--- src/rtl/core/stereo_feedback_delay_top_assert.svh ---
// Assertion macros shared by the delay core and its top level.
`ifndef STEREO_FEEDBACK_DELAY_TOP_ASSERT_SVH
`define STEREO_FEEDBACK_DELAY_TOP_ASSERT_SVH

// Same-cycle implication, sampled on clk, off while arst_n is low.
`define SFD_AST_IMPL(lbl, ante, cons, msg) \
	lbl: assert property (@(posedge clk) disable iff (!arst_n) (ante) |-> (cons)) \
		else $error(msg);

// Next-cycle implication, sampled on clk, off while arst_n is low.
`define SFD_AST_NEXT(lbl, ante, cons, msg) \
	lbl: assert property (@(posedge clk) disable iff (!arst_n) (ante) |=> (cons)) \
		else $error(msg);

`endif

--- src/rtl/core/sfd_pkg.sv ---
// Shared constants, types and arithmetic helpers of the stereo feedback delay.
`timescale 1ns / 1ps
`default_nettype none
package sfd_pkg;

	localparam int BUF_DEPTH = 131072;
	localparam int FADE_LEN  = 960;

	localparam int ADDR_W = $clog2(BUF_DEPTH);
	localparam int DLY_W  = ADDR_W + 8;
	localparam int FADE_W = $clog2(FADE_LEN + 1);
	localparam int SMP_W  = 24;
	localparam int CFG_W  = 25;
	localparam int IDX_W  = 3;
	localparam int T_W    = 17;
	localparam int WD_W   = 26;

	// Shared multiplier operand and product widths.
	localparam int MA_W = 33;
	localparam int MB_W = 18;
	localparam int MP_W = MA_W + MB_W;
	localparam int WW   = MP_W + 2;

	localparam longint SPAN_L    = longint'(BUF_DEPTH) * 256;
	localparam longint DLY_MIN   = 256;
	localparam longint DLY_MAX_L = (longint'(BUF_DEPTH) - 4) * 256;
	localparam longint DLY_RST_IN = 6144000;
	localparam longint DLY_RST_L = (DLY_RST_IN < DLY_MIN) ? DLY_MIN :
		((DLY_RST_IN > DLY_MAX_L) ? DLY_MAX_L : DLY_RST_IN);

	localparam int T_STEP = 65536 / FADE_LEN;
	localparam int T_REM  = 65536 % FADE_LEN;

	localparam logic [31:0] S_A1 = 32'd1686629713;
	localparam logic [31:0] S_A3 = 32'd693598668;
	localparam logic [31:0] S_A5 = 32'd85569305;
	localparam logic [31:0] S_A7 = 32'd5026994;
	localparam logic [31:0] S_A9 = 32'd172272;

	localparam logic [15:0] Q15_ONE   = 16'd32768;
	localparam logic [14:0] FB_MAX    = 15'd31129;
	localparam logic [16:0] WIDTH_MAX = 17'd65536;

	typedef enum logic [IDX_W-1:0] {
		REG_DELAY = 3'd0,
		REG_MODE  = 3'd1,
		REG_FB    = 3'd2,
		REG_TONE  = 3'd3,
		REG_WIDTH = 3'd4,
		REG_DRY   = 3'd5,
		REG_WET   = 3'd6
	} reg_idx_t;

	typedef struct packed {
		logic [DLY_W-1:0] old_delay;
		logic [DLY_W-1:0] active_delay;
		logic             fading;
		logic [T_W-1:0]   t;
		logic             mode;
		logic [14:0]      fbg;
		logic [15:0]      coeff;
		logic [16:0]      wg;
		logic [15:0]      dg;
		logic [15:0]      eg;
	} cfg_t;

	localparam logic signed [WW-1:0] S_HI = WW'(8388607);
	localparam logic signed [WW-1:0] S_LO = WW'(-8388608);

	function automatic logic signed [SMP_W-1:0] sat24(input logic signed [WW-1:0] v);
		logic signed [SMP_W-1:0] r;
		if (v > S_HI) begin
			r = SMP_W'(S_HI);
		end else if (v < S_LO) begin
			r = SMP_W'(S_LO);
		end else begin
			r = SMP_W'(v);
		end
		return r;
	endfunction

	// Add half an LSB, then shift right with floor.
	function automatic logic signed [WW-1:0] rnd_shr(input logic signed [WW-1:0] v,
		input int unsigned n);
		logic signed [WW-1:0] half;
		half = WW'(1) <<< (n - 1);
		return (v + half) >>> n;
	endfunction

endpackage
`default_nettype wire

--- src/rtl/core/sfd_cfg.sv ---
// Configuration registers, delay change detection and crossfade progress.
`timescale 1ns / 1ps
`default_nettype none
module sfd_cfg import sfd_pkg::*; (
	input  wire logic             clk,
	input  wire logic             arst_n,
	input  wire logic             we,
	input  wire logic [IDX_W-1:0] index,
	input  wire logic [CFG_W-1:0] data,
	input  wire logic             fade_adv,
	output cfg_t                  cfg
);

	localparam int CW = ((CFG_W > DLY_W) ? CFG_W : DLY_W) + 1;

	logic [DLY_W-1:0]  old_q, active_q;
	logic [FADE_W-1:0] fade_pos_q;
	logic [T_W-1:0]    t_q;
	logic [FADE_W:0]   rem_q;
	logic              mode_q;
	logic [14:0]       fbg_q;
	logic [15:0]       coeff_q, dg_q, eg_q;
	logic [16:0]       wg_q;

	logic [CW-1:0]    d_in, d_cl;
	logic [DLY_W-1:0] d_new;
	logic [DLY_W:0]   d_diff, d_abs;
	logic             d_big;
	logic [FADE_W:0]  rem_sum;
	logic             rem_carry;

	always_comb begin
		d_in = CW'(data);
		if (d_in < CW'(DLY_MIN)) begin
			d_cl = CW'(DLY_MIN);
		end else if (d_in > CW'(DLY_MAX_L)) begin
			d_cl = CW'(DLY_MAX_L);
		end else begin
			d_cl = d_in;
		end
		d_new  = DLY_W'(d_cl);
		d_diff = {1'b0, d_new} - {1'b0, active_q};
		d_abs  = d_diff[DLY_W] ? ((DLY_W + 1)'(0) - d_diff) : d_diff;
		d_big  = d_abs >= (DLY_W + 1)'(DLY_MIN);
		// Phase accumulator: t tracks floor(position * 65536 / FADE_LEN).
		rem_sum   = rem_q + (FADE_W + 1)'(T_REM);
		rem_carry = rem_sum >= (FADE_W + 1)'(FADE_LEN);
	end

	always_ff @(posedge clk or negedge arst_n) begin
		if (!arst_n) begin
			old_q      <= DLY_W'(DLY_RST_L);
			active_q   <= DLY_W'(DLY_RST_L);
			fade_pos_q <= FADE_W'(FADE_LEN);
			t_q        <= '0;
			rem_q      <= '0;
			mode_q     <= 1'b0;
			fbg_q      <= '0;
			coeff_q    <= Q15_ONE;
			wg_q       <= 17'(Q15_ONE);
			dg_q       <= Q15_ONE;
			eg_q       <= '0;
		end else if (we) begin
			unique case (reg_idx_t'(index))
				REG_DELAY: begin
					if (d_big) begin
						old_q      <= active_q;
						active_q   <= d_new;
						fade_pos_q <= '0;
						t_q        <= '0;
						rem_q      <= '0;
					end
				end
				REG_MODE:  mode_q  <= data[0];
				REG_FB:    fbg_q   <= (data[14:0] > FB_MAX) ? FB_MAX : data[14:0];
				REG_TONE:  coeff_q <= (data[15:0] > Q15_ONE) ? Q15_ONE : data[15:0];
				REG_WIDTH: wg_q    <= (data[16:0] > WIDTH_MAX) ? WIDTH_MAX : data[16:0];
				REG_DRY:   dg_q    <= (data[15:0] > Q15_ONE) ? Q15_ONE : data[15:0];
				REG_WET:   eg_q    <= (data[15:0] > Q15_ONE) ? Q15_ONE : data[15:0];
				default: ;
			endcase
		end else if (fade_adv && cfg.fading) begin
			fade_pos_q <= fade_pos_q + 1'b1;
			t_q        <= t_q + T_W'(T_STEP) + T_W'(rem_carry);
			rem_q      <= rem_carry ? (rem_sum - (FADE_W + 1)'(FADE_LEN)) : rem_sum;
		end
	end

	always_comb begin
		cfg.old_delay    = old_q;
		cfg.active_delay = active_q;
		cfg.fading       = fade_pos_q < FADE_W'(FADE_LEN);
		cfg.t            = t_q;
		cfg.mode         = mode_q;
		cfg.fbg          = fbg_q;
		cfg.coeff        = coeff_q;
		cfg.wg           = wg_q;
		cfg.dg           = dg_q;
		cfg.eg           = eg_q;
	end

endmodule
`default_nettype wire

--- config.mk ---
export PLATFORM = sky130hd
export DESIGN_NAME = sfd_cfg
export DESIGN_NICKNAME = d
export VERILOG_FILES = /design/src/rtl/core/stereo_feedback_delay_top_assert.svh /design/src/rtl/core/sfd_pkg.sv /design/src/rtl/core/sfd_cfg.sv
export SDC_FILE = /design/constraint.sdc
export NUM_CORES = 1
export LEC_CHECK = 0
export BUFFER_PORTS_ARGS = -buffer_cell sky130_fd_sc_hd__clkbuf_2
export CAP_MARGIN = 20
export CELL_PAD_IN_SITES_DETAIL_PLACEMENT = 0
export CELL_PAD_IN_SITES_GLOBAL_PLACEMENT = 1
export CORE_UTILIZATION = 46
export DETAILED_ROUTE_END_ITERATION = 10
export PLACE_DENSITY_LB_ADDON = 0.1
export SLEW_MARGIN = 5
export SYNTH_ARGS = -nofsm -noshare
export SYNTH_HDL_FRONTEND = slang
export SYNTH_SLANG_ARGS = --single-unit
--- constraint.sdc ---
create_clock -name clk -period 6.75 [get_ports clk]
set_input_delay 1.0125 -clock clk [delete_from_list [all_inputs] [get_ports clk]]
set_output_delay 1.0125 -clock clk [all_outputs]
set_load 0.03 [all_outputs]
==> out/results.tsv <==
metric	value	unit
row_count	51	
slew_headroom	34.5	%
cts_sinks	163	
layout-drive-gt1-share	24.5	%
grt_pass1_vias	8023	
r2r_cells	15	
hold_path.class	reg2reg	
period_share	92.7	%
synth_xor_area_share	3.98	%
ir_worst_vdd	0.000209	V
yosys.area.top_type_share	37.7	%
p_leak	5.13	nW
synth_compound_area_share	22.1	%
cts_setup_buffers	0	
drv_cap	0	
ys_seq_area_share	43.6	%
crit_buf_inv	3	
crit_type	in2reg	
syn-num-nets	1121	
drc	0	
syn_inst	1056	
worstSetupPathDepth	21	
gp_congestion	0.870	
hold_buffers	0	
cts_max_level	4	
cpLargestDelayFamily	simple AND/OR/NAND/NOR gates	
die_h	145	microns
rsz0062_at_grt	no	
finClkSkew	12.9	ps
synth-simple-area-share	19.7	%
fp.dieW	145	microns
viasPerCell	5.78	
hold_violations	0	
numPortBuffers	180	
routed_wl	28500	microns
synthMuxAreaShare	1.14	%
worstSetupStartpointType	input pin	
cts.repair.resized	0	
syn-cell-area	0.00942	sq mm
cpMaxStageDelayCell	or4_1	
syn2layout_area_growth	19.8	%
clk_pin_slew	70	ps
cts-root-buf	clkbuf_16	
worst_pin_slew	982	ps
ant_nets	0	
pre_cts_ws	131	ps
synthArstFlopShare	100	%
core-area	0.0198	sq mm
grt_overflow_total	0	
finalSetupViolCount	0	
synth_cell_types	85	
antenna_found_initial	2	
dieArea	0.0211	sq mm
tns	0	ps
yosys.area.top_type	dfrtp_1	
critPathMaxFanout	33	
worstPathCellList	clkbuf_2, or4_1, nor3_1, and4_1, a21oi_1, nand2_1, ha_1, inv_1, fa_1, a21o_1, a221o_1, xnor2_2, o211ai_2, nor4_2, mux2_2, o22ai_1, o2111ai_1, or4_4, or3_1, buf_12, o211ai_1	
end_kind	flop	
wl_per_cell	19.1	microns
dp_hpwl	20800	microns
hold_depth	2	
yosys_register_bits	163	
start_util	47.6	%
cts_tree	done	
fin_ws	494	ps
grt_start_max_net_pins	89	
yosysWarnings	0	
vias	8603	
ys.flop_type	dfrtp_1	
io_pins	181	
nets	1275	
clk_latency	430	ps
required	7100	ps
slowest_delay	520	ps
min_period	6260	ps
grt_usage	27.4	%
synth_adder_area_share	4.46	%
pwr_density_cell	349	mW/mm^2
synth_edf_count	0	
grt_pass1_wl	45400	microns
maxSlewViolCount	0	
synth_area_leaders	dfrtp_1 (38%), nand2_1 (7.6%), dfstp_2 (5.9%)	
worst_ep_arrival_time	6600	ps
drt_iter0_drc	495	
drt_first_pass_iters	6	
numCtsBuffers	17	
max_freq	160	MHz
synth.avg_cell_area	8.92	sq um
clockBufferDepth	2	
synth_top_family_by_area	compound AO/OA/AOI/OAI gates	
outcome	complete, no violations	
==> flip-flops by register name (all words and copies together), names as in the netlist <==
signal      flops
eg_q           16
active_q       25
old_q          25
wg_q           17
fbg_q          15
t_q            17
mode_q          1
dg_q           16
coeff_q        16
fade_pos_q     10
rem_q           5
==> synthesized netlist by cell type (all sizes together), types with 3 or more instances <==
| cell | count |
|---|---|
| clkbuf | 66 |
| a211oi | 11 |
| o21a | 3 |
| dfrtp | 142 |
| a21oi | 66 |
| or3 | 11 |
| o2111a | 4 |
| o22a | 4 |
| and3 | 11 |
| nor4 | 9 |
| buf | 15 |
| mux2 | 6 |
| or2 | 5 |
| dfstp | 21 |
| nand3 | 31 |
| nand4 | 16 |
| mux2i | 4 |
| ha | 32 |
| inv | 33 |
| o22ai | 27 |
| nand3b | 6 |
| a22o | 19 |
| or4 | 4 |
| nand2 | 190 |
| a31oi | 10 |
| nor2 | 42 |
| o32ai | 24 |
| nor3 | 9 |
| a21boi | 3 |
| a21o | 11 |
| o21ai | 78 |
| xor2 | 24 |
| nor2b | 5 |
| xnor2 | 18 |
| nand2b | 23 |
| and2 | 13 |
| a221oi | 4 |
| and3b | 3 |
| o211ai | 11 |
==> where the power goes <==
group          total, mW  internal [mW]  switching, mW  leakage (nW)
sequential          1.33           1.18          0.154          2.06
combinational       1.56          0.535           1.03          2.76
clock               1.04          0.613          0.431         0.306
==> cells by family (layout without fill, tap and decap cells) <==
| group | after synthesis | count (layout) |
|---|---|---|
| mux | 10 | 10 |
| flops | 163 | 163 |
| xor+xnor | 42 | 42 |
| buf+inv | 114 | 281 |
| compound gates | 307 | 307 |
| other cells | 0 | 1 |
| simple gates | 387 | 387 |
| fa+ha+maj | 33 | 33 |
==> final timing paths <==
check | startpoint | endpoint | slack, ps
max in group asynchronous | arst_n | eg_q[7] | 4570
hold reg to reg | fbg_q[13] | fbg_q[13] | 480
setup / recovery | data[13] | t_q[1] | 490
hold / removal | fbg_q[13] | fbg_q[13] | 480
setup reg to reg | active_q[0] | t_q[1] | 1980
min in group asynchronous | arst_n | eg_q[4] | 670
==> area by class of cell <==
type | instances | area, sq um
sequential | 163 | 4110
inverter | 33 | 124
tap | 265 | 332
clock buffer | 21 | 460
timing repair buffer | 216 | 1250
clock inverter | 11 | 163
antenna | 1 | 2.50
multi-input combinational | 779 | 4850
fill | 1856 | 8490
==> tightest hold or removal path, delay by kind of cell, from the launching register on <==
kind / cells / cell delay (ps)
DFF: 1 / 340
and+or+nand+nor: 2 / 110
==> placed cells by master, fill, tap and decap left out, types with 27 or more instances in the layout <==
cell        n
a21oi_1    64
buf_4      29
clkbuf_2  179
dfrtp_1   142
ha_1       32
inv_1      33
nand2_1   190
nand3_1    31
nor2_1     41
o21ai_0    71
o22ai_1    27
==> through the flow <==
stage               area (sq um)  utilization (%)  std cells  power [mW]  hold WS [ps]
floorplan                   9420                -       1056        2.43           481
global placement           10600             53.7       1453        2.89           461
detailed placement         10600             53.7       1453        2.90           461
CTS                        11300             56.9       1485        3.95           477
global route               11300             57.1       1489        4.16           492
finish                     11300             57.1       1489        3.94           476
==> metal layers <==
metal	share of wire, %	wire, microns	track usage (%)
met2	46	13000	42.6
met1	47	13400	39.5
met5	0	0	0
met4	1.5	416	7.05
met3	6.0	1710	4.59
No activity file was read; power rests on OpenSTA's default activity.
